`config.mk`:
```
export PLATFORM = sky130hd
export DESIGN_NAME = weighted_healthy_pick_top
export DESIGN_NICKNAME = d
export VERILOG_FILES = /design/src/whp_pkg.sv /design/src/whp_table.sv /design/src/whp_scale.sv /design/src/weighted_healthy_pick_top.sv
export VERILOG_INCLUDE_DIRS = /design/src /design/src/src
export SDC_FILE = /design/constraint.sdc
export NUM_CORES = 2
export LEC_CHECK = 0
export BUFFER_PORTS_ARGS = -buffer_cell sky130_fd_sc_hd__buf_2
export CAP_MARGIN = 15
export CORE_AREA = 2 2 349 265
export DETAILED_ROUTE_END_ITERATION = 7
export DIE_AREA = 0 0 351 267
export GPL_TIMING_DRIVEN = 0
export PLACE_DENSITY = 0.71
export SLEW_MARGIN = 10
export SYNTH_ARGS = -nofsm -noshare
export SYNTH_HDL_FRONTEND = slang
export SYNTH_SLANG_ARGS = --single-unit
```
`constraint.sdc`:
```
create_clock -name clk -period 14.2 [get_ports clk]
set_input_delay 0.71 -clock clk [delete_from_list [all_inputs] [get_ports clk]]
set_output_delay 0.71 -clock clk [all_outputs]
set_load 0.03 [all_outputs]
```
`src/weighted_healthy_pick_top_defines.svh`:
```
// Assertion macros shared by the weighted host picker RTL.
`ifndef WEIGHTED_HEALTHY_PICK_TOP_DEFINES_SVH
`define WEIGHTED_HEALTHY_PICK_TOP_DEFINES_SVH

`ifndef SYNTHESIS
`define WHP_ASSERT_IMP(lbl, clk, rst_n, ante, cons) \
  lbl: assert property (@(posedge clk) disable iff (!rst_n) (ante) |-> (cons)) \
    else $error("weighted_healthy_pick: assertion failed");
`define WHP_ASSERT_NEXT(lbl, clk, rst_n, ante, cons) \
  lbl: assert property (@(posedge clk) disable iff (!rst_n) (ante) |=> (cons)) \
    else $error("weighted_healthy_pick: assertion failed");
`else
`define WHP_ASSERT_IMP(lbl, clk, rst_n, ante, cons)
`define WHP_ASSERT_NEXT(lbl, clk, rst_n, ante, cons)
`endif

`endif

```
`src/whp_pkg.sv`:
```
// Types and constants of the weighted host picker.
`default_nettype none

package whp_pkg;

  localparam int HEALTH_BITS = 16;

  localparam logic ACT_WRITE = 1'b0;
  localparam logic ACT_PICK  = 1'b1;

  // Register word index decoded from the configuration address.
  localparam logic REG_HOST_COUNT = 1'b0;
  localparam logic [4:0] HOST_COUNT_RST = 5'd16;

  typedef struct packed {
    logic        action;
    logic [3:0]  host_slot;
    logic [15:0] weight_value;
    logic [31:0] seed;
    logic [15:0] health_mask;
  } in_word_t;

  typedef struct packed {
    logic       found;
    logic [3:0] chosen_host;
  } out_word_t;

  typedef enum logic [4:0] {
    ST_IDLE = 5'b00001,
    ST_SUM  = 5'b00010,
    ST_MUL  = 5'b00100,
    ST_SCAN = 5'b01000,
    ST_RESP = 5'b10000
  } whp_state_t;

endpackage

`default_nettype wire

```
`src/whp_table.sv`:
```
// Weight memory: one write and one registered read port, per-entry valid bits.
`default_nettype none

module whp_table #(
  parameter int DEPTH  = 16,
  parameter int DATA_W = 16,
  parameter int AW     = 4
) (
  input  wire logic              clk,
  input  wire logic              rst_n,
  input  wire logic              wr_en,
  input  wire logic [AW-1:0]     wr_addr,
  input  wire logic [DATA_W-1:0] wr_data,
  input  wire logic              rd_en,
  input  wire logic [AW-1:0]     rd_addr,
  output logic      [DATA_W-1:0] rd_data
);

  logic [DATA_W-1:0] mem [DEPTH];
  logic [DEPTH-1:0]  vld_r;
  logic [DATA_W-1:0] rd_data_r;
  logic              rd_vld_r;

  always_ff @(posedge clk) begin
    if (wr_en) begin
      mem[wr_addr] <= wr_data;
    end
    if (rd_en) begin
      rd_data_r <= mem[rd_addr];
    end
  end

  // An entry never written reads as zero, the reset weight.
  always_ff @(posedge clk) begin
    if (!rst_n) begin
      vld_r    <= '0;
      rd_vld_r <= 1'b0;
    end else begin
      if (wr_en) begin
        vld_r[wr_addr] <= 1'b1;
      end
      if (rd_en) begin
        rd_vld_r <= vld_r[rd_addr];
      end
    end
  end

  assign rd_data = rd_vld_r ? rd_data_r : '0;

endmodule

`default_nettype wire

```
`src/whp_scale.sv`:
```
// Target scaling unit: (seed * sum) >> 32 with one shared 32x32 multiplier.
`default_nettype none

module whp_scale #(
  parameter int SUM_W = 20
) (
  input  wire logic             clk,
  input  wire logic             rst_n,
  input  wire logic             start,
  input  wire logic [31:0]      seed,
  input  wire logic [SUM_W-1:0] sum,
  output logic                  done,
  output logic      [SUM_W-1:0] target
);

  logic [63:0]      sum64;
  logic [31:0]      mul_b;
  logic [63:0]      prod_w;
  logic [63:0]      prod_r;
  logic [31:0]      plo_r;
  logic [2:0]       ph_r;
  logic [SUM_W-1:0] target_r;

  assign sum64 = 64'(sum);
  // The low half of the sum goes first, the high half on the second step.
  assign mul_b  = ph_r[0] ? sum64[63:32] : sum64[31:0];
  assign prod_w = seed * mul_b;

  always_ff @(posedge clk) begin
    if (!rst_n) begin
      ph_r <= 3'b000;
    end else if (start) begin
      ph_r <= 3'b001;
    end else begin
      ph_r <= {ph_r[1:0], 1'b0};
    end
  end

  always_ff @(posedge clk) begin
    if (start) begin
      prod_r <= prod_w;
    end else if (ph_r[0]) begin
      plo_r  <= prod_r[63:32];
      prod_r <= prod_w;
    end else if (ph_r[1]) begin
      target_r <= SUM_W'(prod_r + 64'(plo_r));
    end
  end

  assign done   = ph_r[2];
  assign target = target_r;

endmodule

`default_nettype wire

```
`src/weighted_healthy_pick_top.sv`:
```
// Top level of the weighted healthy-host picker.
`default_nettype none
`include "weighted_healthy_pick_top_defines.svh"

// The block holds one weight per host in a single-port-read memory. A write
// word stores a weight and answers found = 0. A pick word works on n =
// min(host_count, MAX_HOSTS, 16) entries: one pass over the weight memory
// adds up the healthy weights, the shared 32x32 multiplier scales the seed,
// and a second pass walks the running sum until it passes the target,
// stopping at the chosen host; a zero sum answers found = 0 without scaling.
// Both passes read one entry per cycle through the memory's one read port.
// One word is worked on at a time; the next word is accepted while the
// previous result still waits in the output register.
module weighted_healthy_pick_top #(
  parameter int MAX_HOSTS   = 16,
  parameter int WEIGHT_BITS = 16
) (
  input  wire logic              clk,
  input  wire logic              rst_n,
  input  wire logic              in_valid,
  output logic                   in_ready,
  input  wire whp_pkg::in_word_t in_data,
  output logic                   out_valid,
  input  wire logic              out_ready,
  output whp_pkg::out_word_t     out_data,
  input  wire logic              cfg_psel,
  input  wire logic              cfg_penable,
  input  wire logic              cfg_pwrite,
  input  wire logic [2:0]        cfg_paddr,
  input  wire logic [31:0]       cfg_pwdata,
  output logic      [31:0]       cfg_prdata,
  output logic                   cfg_pready
);

  import whp_pkg::*;

  localparam int AW       = (MAX_HOSTS > 1) ? $clog2(MAX_HOSTS) : 1;
  localparam int SCAN_MAX = (MAX_HOSTS < HEALTH_BITS) ? MAX_HOSTS : HEALTH_BITS;
  localparam int CNT_W    = $clog2(SCAN_MAX + 1);
  localparam int SUM_W    = WEIGHT_BITS + 4;

  whp_state_t state_r, state_nxt;

  logic [4:0]             host_count_r;
  logic [CNT_W-1:0]       n_r, n_nxt;
  logic [CNT_W-1:0]       cnt_r, cnt_nxt;
  logic                   pend_r, pend_nxt;
  logic                   hlth_pend_r;
  logic [3:0]             idx_pend_r;
  logic [31:0]            seed_r;
  logic [HEALTH_BITS-1:0] mask_r;
  logic [SUM_W-1:0]       sum_r, sum_nxt;
  logic [SUM_W-1:0]       run_r, run_nxt;
  logic [SUM_W-1:0]       target_r;
  out_word_t              res_r, res_nxt;
  logic                   out_valid_r;
  out_word_t              out_data_r;

  logic                   in_acc;
  logic                   cfg_wr;
  logic                   tbl_wr_en;
  logic                   rd_en;
  logic [WEIGHT_BITS-1:0] rd_data;
  logic [SUM_W-1:0]       w_eff;
  logic                   pass_end;
  logic                   scale_start;
  logic                   scale_done;
  logic [SUM_W-1:0]       scale_target;
  logic                   out_free;

  assign in_ready = (state_r == ST_IDLE);
  assign in_acc   = in_valid && in_ready;
  assign out_free = !out_valid_r || out_ready;

  // Configuration port.
  assign cfg_pready = 1'b1;
  assign cfg_wr     = cfg_psel && cfg_penable && cfg_pwrite && cfg_pready;
  assign cfg_prdata = (cfg_paddr[2] == REG_HOST_COUNT) ? 32'(host_count_r) : 32'd0;

  always_ff @(posedge clk) begin
    if (!rst_n) begin
      host_count_r <= HOST_COUNT_RST;
    end else if (cfg_wr && cfg_paddr[2] == REG_HOST_COUNT) begin
      host_count_r <= cfg_pwdata[4:0];
    end
  end

  // A slot beyond the table drops the weight.
  assign tbl_wr_en = in_acc && (in_data.action == ACT_WRITE) &&
                     (32'(in_data.host_slot) < MAX_HOSTS);
  assign rd_en     = ((state_r == ST_SUM) || (state_r == ST_SCAN)) && (cnt_r < n_r);

  whp_table #(
    .DEPTH  (MAX_HOSTS),
    .DATA_W (WEIGHT_BITS),
    .AW     (AW)
  ) u_table (
    .clk     (clk),
    .rst_n   (rst_n),
    .wr_en   (tbl_wr_en),
    .wr_addr (AW'(in_data.host_slot)),
    .wr_data (WEIGHT_BITS'(in_data.weight_value)),
    .rd_en   (rd_en),
    .rd_addr (AW'(cnt_r)),
    .rd_data (rd_data)
  );

  whp_scale #(
    .SUM_W (SUM_W)
  ) u_scale (
    .clk    (clk),
    .rst_n  (rst_n),
    .start  (scale_start),
    .seed   (seed_r),
    .sum    (sum_r),
    .done   (scale_done),
    .target (scale_target)
  );

  assign w_eff    = hlth_pend_r ? SUM_W'(rd_data) : '0;
  assign pass_end = (cnt_r == n_r) && !pend_r;

  always_comb begin
    state_nxt   = state_r;
    n_nxt       = n_r;
    cnt_nxt     = cnt_r;
    pend_nxt    = rd_en;
    sum_nxt     = sum_r;
    run_nxt     = run_r;
    res_nxt     = res_r;
    scale_start = 1'b0;
    if (rd_en) begin
      cnt_nxt = cnt_r + 1'b1;
    end
    unique case (state_r)
      ST_IDLE: begin
        if (in_acc) begin
          res_nxt  = '0;
          cnt_nxt  = '0;
          pend_nxt = 1'b0;
          sum_nxt  = '0;
          if (host_count_r > 5'(SCAN_MAX)) begin
            n_nxt = CNT_W'(SCAN_MAX);
          end else begin
            n_nxt = CNT_W'(host_count_r);
          end
          if (in_data.action == ACT_PICK) begin
            state_nxt = ST_SUM;
          end else begin
            state_nxt = ST_RESP;
          end
        end
      end
      ST_SUM: begin
        if (pend_r) begin
          sum_nxt = sum_r + w_eff;
        end
        if (pass_end) begin
          if (sum_r == '0) begin
            state_nxt = ST_RESP;
          end else begin
            scale_start = 1'b1;
            state_nxt   = ST_MUL;
          end
        end
      end
      ST_MUL: begin
        cnt_nxt  = '0;
        pend_nxt = 1'b0;
        run_nxt  = '0;
        if (scale_done) begin
          state_nxt = ST_SCAN;
        end
      end
      ST_SCAN: begin
        if (pend_r) begin
          run_nxt = run_r + w_eff;
          if (target_r < run_nxt) begin
            res_nxt.found       = 1'b1;
            res_nxt.chosen_host = idx_pend_r;
            state_nxt           = ST_RESP;
          end
        end
        if (pass_end) begin
          state_nxt = ST_RESP;
        end
      end
      ST_RESP: begin
        if (out_free) begin
          state_nxt = ST_IDLE;
        end
      end
      default: begin
        state_nxt = ST_IDLE;
      end
    endcase
  end

  always_ff @(posedge clk) begin
    if (!rst_n) begin
      state_r     <= ST_IDLE;
      pend_r      <= 1'b0;
      out_valid_r <= 1'b0;
    end else begin
      state_r <= state_nxt;
      pend_r  <= pend_nxt;
      if ((state_r == ST_RESP) && out_free) begin
        out_valid_r <= 1'b1;
      end else if (out_ready) begin
        out_valid_r <= 1'b0;
      end
    end
  end

  always_ff @(posedge clk) begin
    n_r   <= n_nxt;
    cnt_r <= cnt_nxt;
    sum_r <= sum_nxt;
    run_r <= run_nxt;
    res_r <= res_nxt;
    if (in_acc) begin
      seed_r <= in_data.seed;
      mask_r <= in_data.health_mask;
    end
    if (rd_en) begin
      hlth_pend_r <= mask_r[4'(cnt_r)];
      idx_pend_r  <= 4'(cnt_r);
    end
    if (scale_done) begin
      target_r <= scale_target;
    end
    if ((state_r == ST_RESP) && out_free) begin
      out_data_r <= res_r;
    end
  end

  assign out_valid = out_valid_r;
  assign out_data  = out_data_r;

  `WHP_ASSERT_IMP(a_scan_bound, clk, rst_n, state_r == ST_SCAN, cnt_r <= n_r)
  `WHP_ASSERT_IMP(a_mul_nonzero, clk, rst_n, state_r == ST_MUL, sum_r != '0)
  `WHP_ASSERT_IMP(a_target_below_sum, clk, rst_n, state_r == ST_SCAN, target_r < sum_r)
  `WHP_ASSERT_NEXT(a_write_not_found, clk, rst_n, in_acc && in_data.action == ACT_WRITE, state_r == ST_RESP && res_r == '0)

endmodule

`default_nettype wire
```
==> results.yml <==
synth:
  avgSynthCellArea_um2: 11.59
  synth_commonest_cells: "inv_1 (600), fa_1 (539), edfxtp_1 (480), nand2_1 (424), and2_1 (301)"
  yosys.area.top_type: "edfxtp_1"
  synth-async-reset-ratio_pct: 0
  yosysUniqueCellTypes: 78
  netlist.area_leader.share_pct: 34.18
  synth-seq-cells: 517
  ys.flop_type: "edfxtp_1"
  synth_edf_count: 480
  yosys-top-cells-area: "edfxtp_1 (34%), fa_1 (26%), ha_1 (7.1%)"
  synth_most_common_cell: "inv_1"
  syn_area_mm2: 0.04217
  ys_seq_area_share_pct: 35.94
  syn_inst: 3639
  ys_warn_count: 0
global_routing:
  antenna_found_initial: 5
  grt_pass1_wl_um: 170300
  overflow: 0
  grt_pass1_vias: 27980
  grt_max_degree: 33
  grtUsageTotal_pct: 24.36
place:
  gp_congestion: 0.9961
  placed_cells: 5007
  dp_hpwl_um: 86420
  dpl_worst_slack_ps: 4866
  port_buffers: 93
critical_path:
  cp_slowest_cell: "nor2b_1"
  critPathMostFrequentCell: "fa_1"
  crit_buf_inv: 7
  cp.arrival_ps: 10030
  rrSetupSlack_ps: 4560
  required_ps: 14590
  cp-start-kind: "flop"
  critPathMaxFanout: 10
  path_delay_family: "adder cells"
  cp-end-kind: "flop"
  max_stage_delay_ps: 990
  critPathKind: "flop to flop"
cells_and_area:
  final_cells: 5102
  layout.nets: 4724
  area_growth_syn_to_layout_pct: 9.841
  drive_above_1_share_pct: 9.337
  n_antenna_cell: 0
clocking:
  root_buffer: "clkbuf_16"
  cts_made_buffers: 52
  hold_buffers: 0
  clock_sinks: 517
  clock_path_buffers: 3
  clock_latency_ps: 630
  cts_resized: 0
  path_clk_slew_ps: 60
  tritoncts: "built"
  h-tree-depth: 2
  postCtsSetupBuffers: 0
timing:
  maxSlewViolCount: 0
  period_share_pct: 67.88
  finClkSkew_ps: 28.36
  setup-violations-final: 0
  relSlewSlack_pct: 19.23
  setup_ws_ps: 4561
  clock.fmax_ghz: 0.1037
  fin_crit_ps: 9639
  hold_viol: 0
  rsz0062_at_grt: "false"
  final.setup.tns_ps: 0
  worstMarginPinSlew_ps: 1209
flow_run:
  max_cap_viol_count: 0
floorplan:
  dieArea_mm2: 0.09372
  die_y_um: 267
  io_pins: 151
  die_x_um: 351
  start_util_pct: 46.63
  rows: 96
  core_area_mm2: 0.09045
route:
  via_per_inst: 5.471
  drt.antenna.violating_nets: 0
  drtPass1Iterations: 5
  vias: 27910
  routedWlPerCell_um: 21.81
  drt_iter0_markers: 2818
  finalWirelength_um: 111300
  drcViolationCount: 0
min_path:
  hp-class: "input port to flop"
run_status:
  status: "finished clean"
-- final cells by class --
| class | instances | area [um2] |
|---|---|---|
| fill | 7790 | 44120 |
| multi-input combinational | 2355 | 24080 |
| sequential | 517 | 15150 |
| inverter | 601 | 2258 |
| tap | 1225 | 1533 |
| clock buffer | 58 | 1324 |
| buffer | 192 | 833.3 |
| timing repair buffer | 117 | 794.5 |
| clock inverter | 37 | 341.6 |
-- kinds of logic (layout without fill, tap and decap cells) --
logic type / count (synthesis) / in the layout / synth area share, %
simple gates: 1083 / 1083 / 12.62
buf+inv: 793 / 1005 / 7.325
fa+ha+maj: 777 / 777 / 32.65
flops: 517 / 517 / 35.94
compound gates: 285 / 285 / 4.709
mux: 100 / 100 / 5.044
xor+xnor: 82 / 82 / 1.703
other cells: 2 / 28 / 0.01781
-- state kept, by name, indices dropped and copies added, names as in the netlist, 4 cells and up --
| register | cells |
|---|---|
| mask_r | 16 |
| u_table.mem | 256 |
| u_scale.prod_r | 40 |
| state_r | 5 |
| u_table.vld_r | 16 |
| cnt_r | 5 |
| u_scale.target | 20 |
| idx_pend_r | 4 |
| n_r | 5 |
| host_count_r | 5 |
| out_data | 5 |
| sum_r | 20 |
| target_r | 20 |
| run_r | 20 |
| u_table.rd_data_r | 16 |
| seed_r | 32 |
| res_r | 5 |
| u_scale.plo_r | 20 |
-- cell usage in the layout, fill, tap and decap left out, types with 6 or more instances in the layout --
| cell | netlist | layout |
|---|---|---|
| ha_1 | 238 | 238 |
| or2_2 | 6 | 6 |
| clkbuf_16 | 0 | 52 |
| nand2_1 | 424 | 424 |
| buf_2 | 6 | 99 |
| o21bai_1 | 14 | 14 |
| mux2i_1 | 10 | 10 |
| or3_1 | 7 | 7 |
| o21ai_0 | 39 | 39 |
| edfxtp_1 | 480 | 480 |
| o31ai_1 | 6 | 6 |
| nand3_1 | 28 | 28 |
| mux4_2 | 90 | 90 |
| o21a_1 | 18 | 18 |
| a21o_1 | 52 | 52 |
| nor2_1 | 146 | 132 |
| nand4_1 | 10 | 10 |
| and4_1 | 6 | 6 |
| dfxtp_1 | 37 | 37 |
| and3_1 | 37 | 37 |
| clkinv_2 | 0 | 14 |
| clkbuf_1 | 154 | 160 |
| clkinv_1 | 1 | 10 |
| a21oi_1 | 74 | 74 |
| o211ai_1 | 8 | 8 |
| conb_1 | 2 | 28 |
| buf_8 | 0 | 14 |
| and2_1 | 301 | 301 |
| a31oi_1 | 9 | 9 |
| xor2_1 | 30 | 30 |
| fa_1 | 539 | 539 |
| nand2b_1 | 14 | 13 |
| nor4_1 | 8 | 8 |
| xnor2_1 | 52 | 52 |
| buf_4 | 28 | 33 |
| inv_1 | 600 | 599 |
| nor3_1 | 35 | 31 |
| nor2_2 | 0 | 14 |
| nor2b_1 | 43 | 43 |
| a211oi_1 | 12 | 12 |
-- final timing paths --
| kind | depth (start not counted) | start | endpoint |
|---|---|---|---|
| worst max register to register | 26 | u_scale.ph_r[0]$_SDFF_PN0_ | u_scale.prod_r[47]$_DFFE_PP_ |
| worst max-delay path | 26 | u_scale.ph_r[0]$_SDFF_PN0_ | u_scale.prod_r[47]$_DFFE_PP_ |
| worst min register to register | 0 | u_scale.target[4]$_DFFE_PP_ | target_r[4]$_DFFE_PP_ |
| worst min-delay path | 1 | in_data[26] | seed_r[10]$_DFFE_PP_ |
-- routing by layer --
layer	vias to the layer above	global-route usage [%]	share of wire (%)
li1	12180	-	-
met5	-	0	0.024
met2	1422	34.98	42
met1	14150	36.49	43
met4	4	5.753	2.4
met3	152	6.872	12
-- metrics by stage --
step	hold slack (ps)	utilization, %	instance area, um2
2_1_floorplan	400.3	-	42270
3_3_place_gp	402.8	48.94	44270
3_5_place_dp	404.5	49.37	44660
4_1_cts	222.6	51.21	46320
5_1_grt	238.4	51.21	46320
6_report	257.9	51.21	46320
Power is not shown: default switching activity piles up to over one toggle a cycle in this logic, so the estimate is an artifact.
